--- src/rtl/core/ckrm_pkg.sv ---
// Package for the color key region measure core: frame bounds, field widths,
// configuration register codes and the pixel control struct.
// Used by every module of the core; depends on nothing.
package ckrm_pkg;

	localparam int MAX_COLS = 2048;
	localparam int MAX_ROWS = 2048;

	localparam int COL_W = (MAX_COLS > 1) ? $clog2(MAX_COLS) : 1;
	localparam int ROW_W = (MAX_ROWS > 1) ? $clog2(MAX_ROWS) : 1;

	localparam int CHAN_W = 8;
	localparam int CNT_W  = 12;
	localparam int POS_W  = 11;
	localparam int CFG_IDX_W = 2;

	typedef enum logic [CFG_IDX_W-1:0] {
		CFG_KEY_RED   = 2'd0,
		CFG_KEY_GREEN = 2'd1,
		CFG_KEY_BLUE  = 2'd2
	} cfg_reg_t;

	typedef struct packed {
		logic hit;
		logic row_end;
		logic frame_end;
	} pix_ctl_t;

endpackage

--- src/rtl/core/ckrm_in_stage.sv ---
// Input stage: key color registers, exact color compare and the input
// pipeline register. Depends on ckrm_pkg.
module ckrm_in_stage (
	input  logic                           clk,
	input  logic                           arst_n,
	input  logic                           cfg_valid,
	output logic                           cfg_ready,
	input  logic [ckrm_pkg::CFG_IDX_W-1:0] cfg_index,
	input  logic [ckrm_pkg::CHAN_W-1:0]    cfg_data,
	input  logic                           in_valid,
	output logic                           in_ready,
	input  logic [ckrm_pkg::CHAN_W-1:0]    pix_blue,
	input  logic [ckrm_pkg::CHAN_W-1:0]    pix_green,
	input  logic [ckrm_pkg::CHAN_W-1:0]    pix_red,
	input  logic                           row_end,
	input  logic                           frame_end,
	input  logic                           advance,
	output logic                           valid_s1,
	output ckrm_pkg::pix_ctl_t             ctl_s1
);

	logic [ckrm_pkg::CHAN_W-1:0] key_red_q;
	logic [ckrm_pkg::CHAN_W-1:0] key_green_q;
	logic [ckrm_pkg::CHAN_W-1:0] key_blue_q;
	logic                        in_fire;
	ckrm_pkg::pix_ctl_t          ctl_d;

	assign cfg_ready = 1'b1;
	assign in_ready  = !valid_s1 || advance;
	assign in_fire   = in_valid && in_ready;

	assign ctl_d.hit = (pix_red == key_red_q) && (pix_green == key_green_q) &&
		(pix_blue == key_blue_q);
	assign ctl_d.row_end   = row_end;
	assign ctl_d.frame_end = frame_end;

	always_ff @(posedge clk or negedge arst_n) begin
		if (!arst_n) begin
			key_red_q   <= '0;
			key_green_q <= '0;
			key_blue_q  <= '0;
		end else if (cfg_valid) begin
			case (cfg_index)
				ckrm_pkg::CFG_KEY_RED:   key_red_q   <= cfg_data;
				ckrm_pkg::CFG_KEY_GREEN: key_green_q <= cfg_data;
				ckrm_pkg::CFG_KEY_BLUE:  key_blue_q  <= cfg_data;
				default: ;
			endcase
		end
	end

	always_ff @(posedge clk or negedge arst_n) begin
		if (!arst_n) begin
			valid_s1 <= 1'b0;
		end else if (in_fire) begin
			valid_s1 <= 1'b1;
		end else if (advance) begin
			valid_s1 <= 1'b0;
		end
	end

	always_ff @(posedge clk) begin
		if (in_fire) begin
			ctl_s1 <= ctl_d;
		end
	end

endmodule

--- src/rtl/core/ckrm_accum.sv ---
// Frame accumulator: position counters, row and run tracking, and the result
// register that holds one frame summary. Depends on ckrm_pkg.
module ckrm_accum (
	input  logic                        clk,
	input  logic                        arst_n,
	input  logic                        valid_s1,
	input  ckrm_pkg::pix_ctl_t          ctl_s1,
	output logic                        advance,
	output logic                        out_valid,
	input  logic                        out_ready,
	output logic [ckrm_pkg::CNT_W-1:0]  last_row_matches,
	output logic [ckrm_pkg::CNT_W-1:0]  rows_matched,
	output logic [ckrm_pkg::POS_W-1:0]  run_left_col,
	output logic [ckrm_pkg::POS_W-1:0]  run_top_row,
	output logic                        any_found
);

	localparam logic [ckrm_pkg::COL_W-1:0] ColLast = ckrm_pkg::COL_W'(ckrm_pkg::MAX_COLS - 1);
	localparam logic [ckrm_pkg::ROW_W-1:0] RowLast = ckrm_pkg::ROW_W'(ckrm_pkg::MAX_ROWS - 1);
	localparam logic [ckrm_pkg::CNT_W-1:0] CntMax  = '1;

	logic [ckrm_pkg::COL_W-1:0] col_q,       col_d;
	logic [ckrm_pkg::ROW_W-1:0] row_q,       row_d;
	logic                       prev_hit_q,  prev_hit_d;
	logic [ckrm_pkg::CNT_W-1:0] row_cnt_q,   row_cnt_d;
	logic [ckrm_pkg::CNT_W-1:0] total_q,     total_d;
	logic [ckrm_pkg::CNT_W-1:0] kept_q,      kept_d;
	logic [ckrm_pkg::COL_W-1:0] start_col_q, start_col_d;
	logic [ckrm_pkg::ROW_W-1:0] start_row_q, start_row_d;
	logic [ckrm_pkg::CNT_W-1:0] row_cnt_inc;
	logic                       line_end;

	assign advance  = valid_s1 && (!ctl_s1.frame_end || !out_valid || out_ready);
	assign line_end = ctl_s1.row_end || ctl_s1.frame_end;

	always_comb begin
		start_col_d = start_col_q;
		start_row_d = start_row_q;
		if (ctl_s1.hit && (col_q == '0 || !prev_hit_q)) begin
			start_col_d = col_q;
			start_row_d = row_q;
		end
		row_cnt_inc = (ctl_s1.hit && row_cnt_q != CntMax) ? row_cnt_q + 1'b1 : row_cnt_q;
		total_d     = total_q;
		kept_d      = kept_q;
		if (line_end) begin
			if (row_cnt_inc != '0) begin
				total_d = (total_q != CntMax) ? total_q + 1'b1 : total_q;
				kept_d  = row_cnt_inc;
			end
			row_cnt_d  = '0;
			col_d      = '0;
			prev_hit_d = 1'b0;
			row_d      = (row_q < RowLast) ? row_q + 1'b1 : row_q;
		end else begin
			row_cnt_d  = row_cnt_inc;
			prev_hit_d = ctl_s1.hit;
			row_d      = row_q;
			col_d      = (col_q < ColLast) ? col_q + 1'b1 : col_q;
		end
	end

	always_ff @(posedge clk or negedge arst_n) begin
		if (!arst_n) begin
			col_q       <= '0;
			row_q       <= '0;
			prev_hit_q  <= 1'b0;
			row_cnt_q   <= '0;
			total_q     <= '0;
			kept_q      <= '0;
			start_col_q <= '0;
			start_row_q <= '0;
		end else if (advance) begin
			if (ctl_s1.frame_end) begin
				col_q       <= '0;
				row_q       <= '0;
				prev_hit_q  <= 1'b0;
				row_cnt_q   <= '0;
				total_q     <= '0;
				kept_q      <= '0;
				start_col_q <= '0;
				start_row_q <= '0;
			end else begin
				col_q       <= col_d;
				row_q       <= row_d;
				prev_hit_q  <= prev_hit_d;
				row_cnt_q   <= row_cnt_d;
				total_q     <= total_d;
				kept_q      <= kept_d;
				start_col_q <= start_col_d;
				start_row_q <= start_row_d;
			end
		end
	end

	always_ff @(posedge clk or negedge arst_n) begin
		if (!arst_n) begin
			out_valid <= 1'b0;
		end else if (advance && ctl_s1.frame_end) begin
			out_valid <= 1'b1;
		end else if (out_ready) begin
			out_valid <= 1'b0;
		end
	end

	always_ff @(posedge clk) begin
		if (advance && ctl_s1.frame_end) begin
			last_row_matches <= kept_d;
			rows_matched     <= total_d;
			run_left_col     <= ckrm_pkg::POS_W'(start_col_d);
			run_top_row      <= ckrm_pkg::POS_W'(start_row_d);
			any_found        <= (total_d != '0);
		end
	end

endmodule

--- src/rtl/core/color_key_region_measure_core.sv ---
// Top level of the color key region measure core.
// Instantiates ckrm_in_stage and ckrm_accum; depends on ckrm_pkg.
//
// Channel   Direction  Handshake              Contents
// cfg       in         cfg_valid / cfg_ready  cfg_index, cfg_data (key color components)
// in        in         in_valid / in_ready    pix_red/green/blue, row_end, frame_end
// out       out        out_valid / out_ready  frame summary, one per frame_end pixel
//
// One pixel request is accepted every cycle unless a held summary stalls the input; the
// per-pixel state loop in the accumulator is a single registered update, so throughput
// is one pixel per clock. A frame summary is loaded into the result register when its
// frame_end pixel leaves the input pipeline register. Reset clears the key registers,
// all counters and both valid flags. A held summary stalls the input only when the next
// frame_end pixel reaches the accumulator; ordinary pixels keep flowing past it.
module color_key_region_measure_core (
	input  logic                           clk,
	input  logic                           arst_n,
	input  logic                           cfg_valid,
	output logic                           cfg_ready,
	input  logic [ckrm_pkg::CFG_IDX_W-1:0] cfg_index,
	input  logic [ckrm_pkg::CHAN_W-1:0]    cfg_data,
	input  logic                           in_valid,
	output logic                           in_ready,
	input  logic [ckrm_pkg::CHAN_W-1:0]    pix_blue,
	input  logic [ckrm_pkg::CHAN_W-1:0]    pix_green,
	input  logic [ckrm_pkg::CHAN_W-1:0]    pix_red,
	input  logic                           row_end,
	input  logic                           frame_end,
	output logic                           out_valid,
	input  logic                           out_ready,
	output logic [ckrm_pkg::CNT_W-1:0]     last_row_matches,
	output logic [ckrm_pkg::CNT_W-1:0]     rows_matched,
	output logic [ckrm_pkg::POS_W-1:0]     run_left_col,
	output logic [ckrm_pkg::POS_W-1:0]     run_top_row,
	output logic                           any_found
);

	logic               valid_s1;
	logic               advance;
	ckrm_pkg::pix_ctl_t ctl_s1;

	ckrm_in_stage u_in_stage (
		.clk       (clk),
		.arst_n    (arst_n),
		.cfg_valid (cfg_valid),
		.cfg_ready (cfg_ready),
		.cfg_index (cfg_index),
		.cfg_data  (cfg_data),
		.in_valid  (in_valid),
		.in_ready  (in_ready),
		.pix_blue  (pix_blue),
		.pix_green (pix_green),
		.pix_red   (pix_red),
		.row_end   (row_end),
		.frame_end (frame_end),
		.advance   (advance),
		.valid_s1  (valid_s1),
		.ctl_s1    (ctl_s1)
	);

	ckrm_accum u_accum (
		.clk              (clk),
		.arst_n           (arst_n),
		.valid_s1         (valid_s1),
		.ctl_s1           (ctl_s1),
		.advance          (advance),
		.out_valid        (out_valid),
		.out_ready        (out_ready),
		.last_row_matches (last_row_matches),
		.rows_matched     (rows_matched),
		.run_left_col     (run_left_col),
		.run_top_row      (run_top_row),
		.any_found        (any_found)
	);

endmodule

--- config.mk ---
export PLATFORM = sky130hd
export DESIGN_NAME = color_key_region_measure_core
export DESIGN_NICKNAME = d
export VERILOG_FILES = /design/src/rtl/core/ckrm_pkg.sv /design/src/rtl/core/ckrm_in_stage.sv /design/src/rtl/core/ckrm_accum.sv /design/src/rtl/core/color_key_region_measure_core.sv
export SDC_FILE = /design/constraint.sdc
export NUM_CORES = 1
export LEC_CHECK = 0
export BUFFER_PORTS_ARGS = -buffer_cell sky130_fd_sc_hd__buf_4
export CELL_PAD_IN_SITES_DETAIL_PLACEMENT = 2
export CELL_PAD_IN_SITES_GLOBAL_PLACEMENT = 2
export CORE_MARGIN = 2
export CORE_UTILIZATION = 39
export DETAILED_ROUTE_END_ITERATION = 6
export HOLD_SLACK_MARGIN = 0.06
export PLACE_DENSITY_LB_ADDON = 0.1
export REMOVE_ABC_BUFFERS = 1
export SETUP_SLACK_MARGIN = 0.3
export SLEW_MARGIN = 40
export SYNTH_ARGS = -nofsm -noshare
export SYNTH_HDL_FRONTEND = slang
export SYNTH_SLANG_ARGS = --single-unit
--- constraint.sdc ---
create_clock -name clk -period 4.38 [get_ports clk]
set_clock_uncertainty 0.05 [all_clocks]
set_input_delay 0.438 -clock clk [delete_from_list [all_inputs] [get_ports clk]]
set_output_delay 0.438 -clock clk [all_outputs]
set_load 0.02 [all_outputs]
==> run metrics <==
ant diodes=0; final worst path period share=89.4%; Tot GR Track Use=20.7%; Post-DP HPWL=12,700 um; crit path cell chain=ha_1 > and4_4 > nand3_1 > mux2i_1 > or4b_4 > o21a_4 > and4_4 > mux2i_2 > or4b_1 > or4_1; Storage cell area=4180 sq um; CTS tree=built; Ys Warns=0; post-synthesis sequential area ratio=57.2%; Port Buffers=89; critical-path maximum fanout=8; largest net degree at the start of global routing=64; commonest non-fill, non-tap cell in the layout=dfrtp_1; ys async rst share=68.2%; synthesized flop and latch total=157; min cycle time layout=3920 ps; Crit Path Class=flop to flop; CP startpoint kind=flop; share of cells above drive strength 1=28.1%; initial core utilization=39.4%; NumNets Final=744; fill count=1,895; pre-CTS WS=216 ps; Leak=3.86 nW; Slew Limit Fails=0; GR Overflow Total=0; Slew @ Worst Pin=812 ps; Main synth FF type=dfrtp_1; initial antenna violation count=0; Max Clock Freq=0.255 GHz; final setup vio count=0; DR WL met2=10,100 um; CTS H-tree lvls=4; outcome=finished clean; CTS Buffer Depth=2; CP max stage cell=or4b_4; RSZ-0062 raised after global routing=no; Max Cap Violations=0; die area=19,800 sq um; Final ANT Viol Nets=0; Residual DRC=0; Worst path max stage delay=540 ps; Die Ht=141 um; Post-synth EDFFs=50; Mapped Area=7300 sq um; Vias=5,243; synthesized area per cell=12.1 sq um; Clk Latency, worst-skew pair=430 ps; gp weighted congestion=0.808; DR WL met3=564 um; DR iter-0 viols=230; io pins=91; DRT Wirelength=19,400 um; worst hold path type=input port to flop; Worst EP required=4490 ps; vias in the first global route=5,923; vias per cell=5.55; die width=141 um; multi-input combinational cell area=2990 sq um; Crit. End Element=flop; maximum VDD drop=0.285 mV; synthesis-to-finish area growth=21.0%; Post-Syn Instances=605; Core Rows=50; WL per Instance=20.6 um; DR top layer=met4; most frequent cells in the layout=107 x dfrtp_1, 100 x buf_4, 51 x nand2_1; CTS Sinks=157; Final WS setup=463 ps; Synth cell types=58; final hold viol count=0; Worst EP arrival=4030 ps; max_slew headroom=45.9%; root buf cell=clkbuf_16; Num CTS Buffers=17; worst hold slack=143 ps; pwr/cell area=396 nW/um^2; core area=18,500 sq um; first-pass detailed-route iteration total=4; cell mode on critical path=and4_4; global-route wire length before repair=32,100 um; DRT met1 WL=8540 um; CTS clock-pin slew for the worst setup and hold paths=60 ps
area by class of cell:
| class | instances | area share (%) |
|---|---|---|
| Sequential cell | 157 | 47.3 |
| Multi-Input combinational cell | 412 | 33.9 |
| Timing Repair Buffer | 102 | 8.78 |
| Clock buffer | 17 | 4.82 |
| Tap cell | 234 | 3.31 |
| Clock inverter | 15 | 1.56 |
| Inverter | 8 | 0.340 |
final timing paths:
check,start,to,slack [ps],depth (start not counted)
worst max-delay path,u_accum.row_cnt_q[0],u_accum.any_found,460,10
worst min-delay path,row_end,u_in_stage.ctl_s1[1],140,1
worst max register to register,u_accum.row_cnt_q[0],u_accum.any_found,460,10
worst min register to register,u_accum.start_row_q[3],u_accum.start_row_q[3],450,1
max in group asynchronous,arst_n,u_accum.start_row_q[2],2830,3
min in group asynchronous,arst_n,u_accum.kept_q[9],560,2
timing repair:
action	4_1_cts	5_1_grt
gates cloned	1	0
gates resized for setup	0	1
pin swaps	1	1
hold endpoints to repair	49	0
setup endpoints to repair	1	1
hold buffers	1	0
buffers inserted	0	4
metrics by stage:
step / cells / TNS [ps] / utilization (%) / cell area (sq um) / power, mW
after floorplan: 576 / -296480 / - / 7150 / 1.90
after CTS: 940 / 0 / 47.4 / 8770 / 3.53
final: 945 / 0 / 47.7 / 8830 / 3.49
after global placement: 906 / 0 / 44.2 / 8190 / 2.06
after global routing: 945 / 0 / 47.7 / 8830 / 3.64
after detailed placement: 906 / 0 / 44.2 / 8190 / 2.08
cell families (layout without fill, tap and decap cells):
family                   after synthesis  in the layout  synth area share (%)
flip-flops                           157            157                  57.2
other                                  1              1                0.0513
buffers and inverters                 37            142                  2.54
AO/OA/AOI/OAI                        116            117                  11.8
multiplexers                          54             54                  8.26
adder cells (fa/ha/maj)                5              5                 0.857
XOR/XNOR                              49             49                  5.88
AND/OR/NAND/NOR                      186            186                  13.4
registers in the layout (all words and copies together) (netlist names), 11 cells and up:
register and count:
u_accum.row_q 11, u_accum.total_q 12, u_accum.start_row_q 11, u_accum.rows_matched 12, u_accum.run_top_row 11, u_accum.last_row_matches 12
u_accum.run_left_col 11, u_accum.row_cnt_q 12, u_accum.start_col_q 11, u_accum.kept_q 12, u_accum.col_q 11
cells in the mapped netlist (3+ instances only):
| cell | count | area, sq um |
|---|---|---|
| mux2i_1 | 6 | 60.1 |
| nand2b_1 | 4 | 25.0 |
| a21oi_1 | 11 | 55.1 |
| nand3_1 | 17 | 85.1 |
| mux2_2 | 47 | 529 |
| nand4_1 | 18 | 113 |
| ha_1 | 5 | 62.6 |
| dfrtp_1 | 107 | 2680 |
| a31oi_1 | 3 | 18.8 |
| and4_4 | 3 | 33.8 |
| clkbuf_1 | 18 | 67.6 |
| nor2_1 | 38 | 143 |
| xor2_1 | 33 | 289 |
| inv_1 | 8 | 30.0 |
| edfxtp_1 | 50 | 1500 |
| buf_4 | 6 | 45.0 |
| a22o_1 | 46 | 403 |
| or3_1 | 3 | 18.8 |
| and3_1 | 13 | 81.3 |
| xnor2_1 | 16 | 140 |
| nor3_1 | 8 | 40.0 |
| nor4_1 | 4 | 25.0 |
| o31a_1 | 3 | 26.3 |
| or4_1 | 5 | 37.5 |
| nand2_1 | 51 | 191 |
| o21ai_0 | 32 | 160 |
| o31ai_1 | 6 | 45.0 |
metal layers:
metal	global-route usage (%)	vias to the layer above
met3	4.79	17
li1	-	2423
met5	0	-
met2	36.2	66
met1	26.0	2737
met4	5.47	0
critical path, delay by kind of cell, from the launching register on:
kind                     cells  cell delay [ps]
AND/OR/NAND/NOR              6             2080
AO/OA/AOI/OAI                1              260
flip-flops                   1              460
adder cells (fa/ha/maj)      1              330
multiplexers                 2              470
power by group:
group | switching [mW] | leakage [nW] | internal [mW]
Clock | 0.650 | 0.268 | 0.790
Combinational | 0.215 | 1.66 | 0.169
Sequential | 0.0668 | 1.93 | 1.60
Total | 0.932 | 3.86 | 2.56
Power figures use the tool's default switching activity.
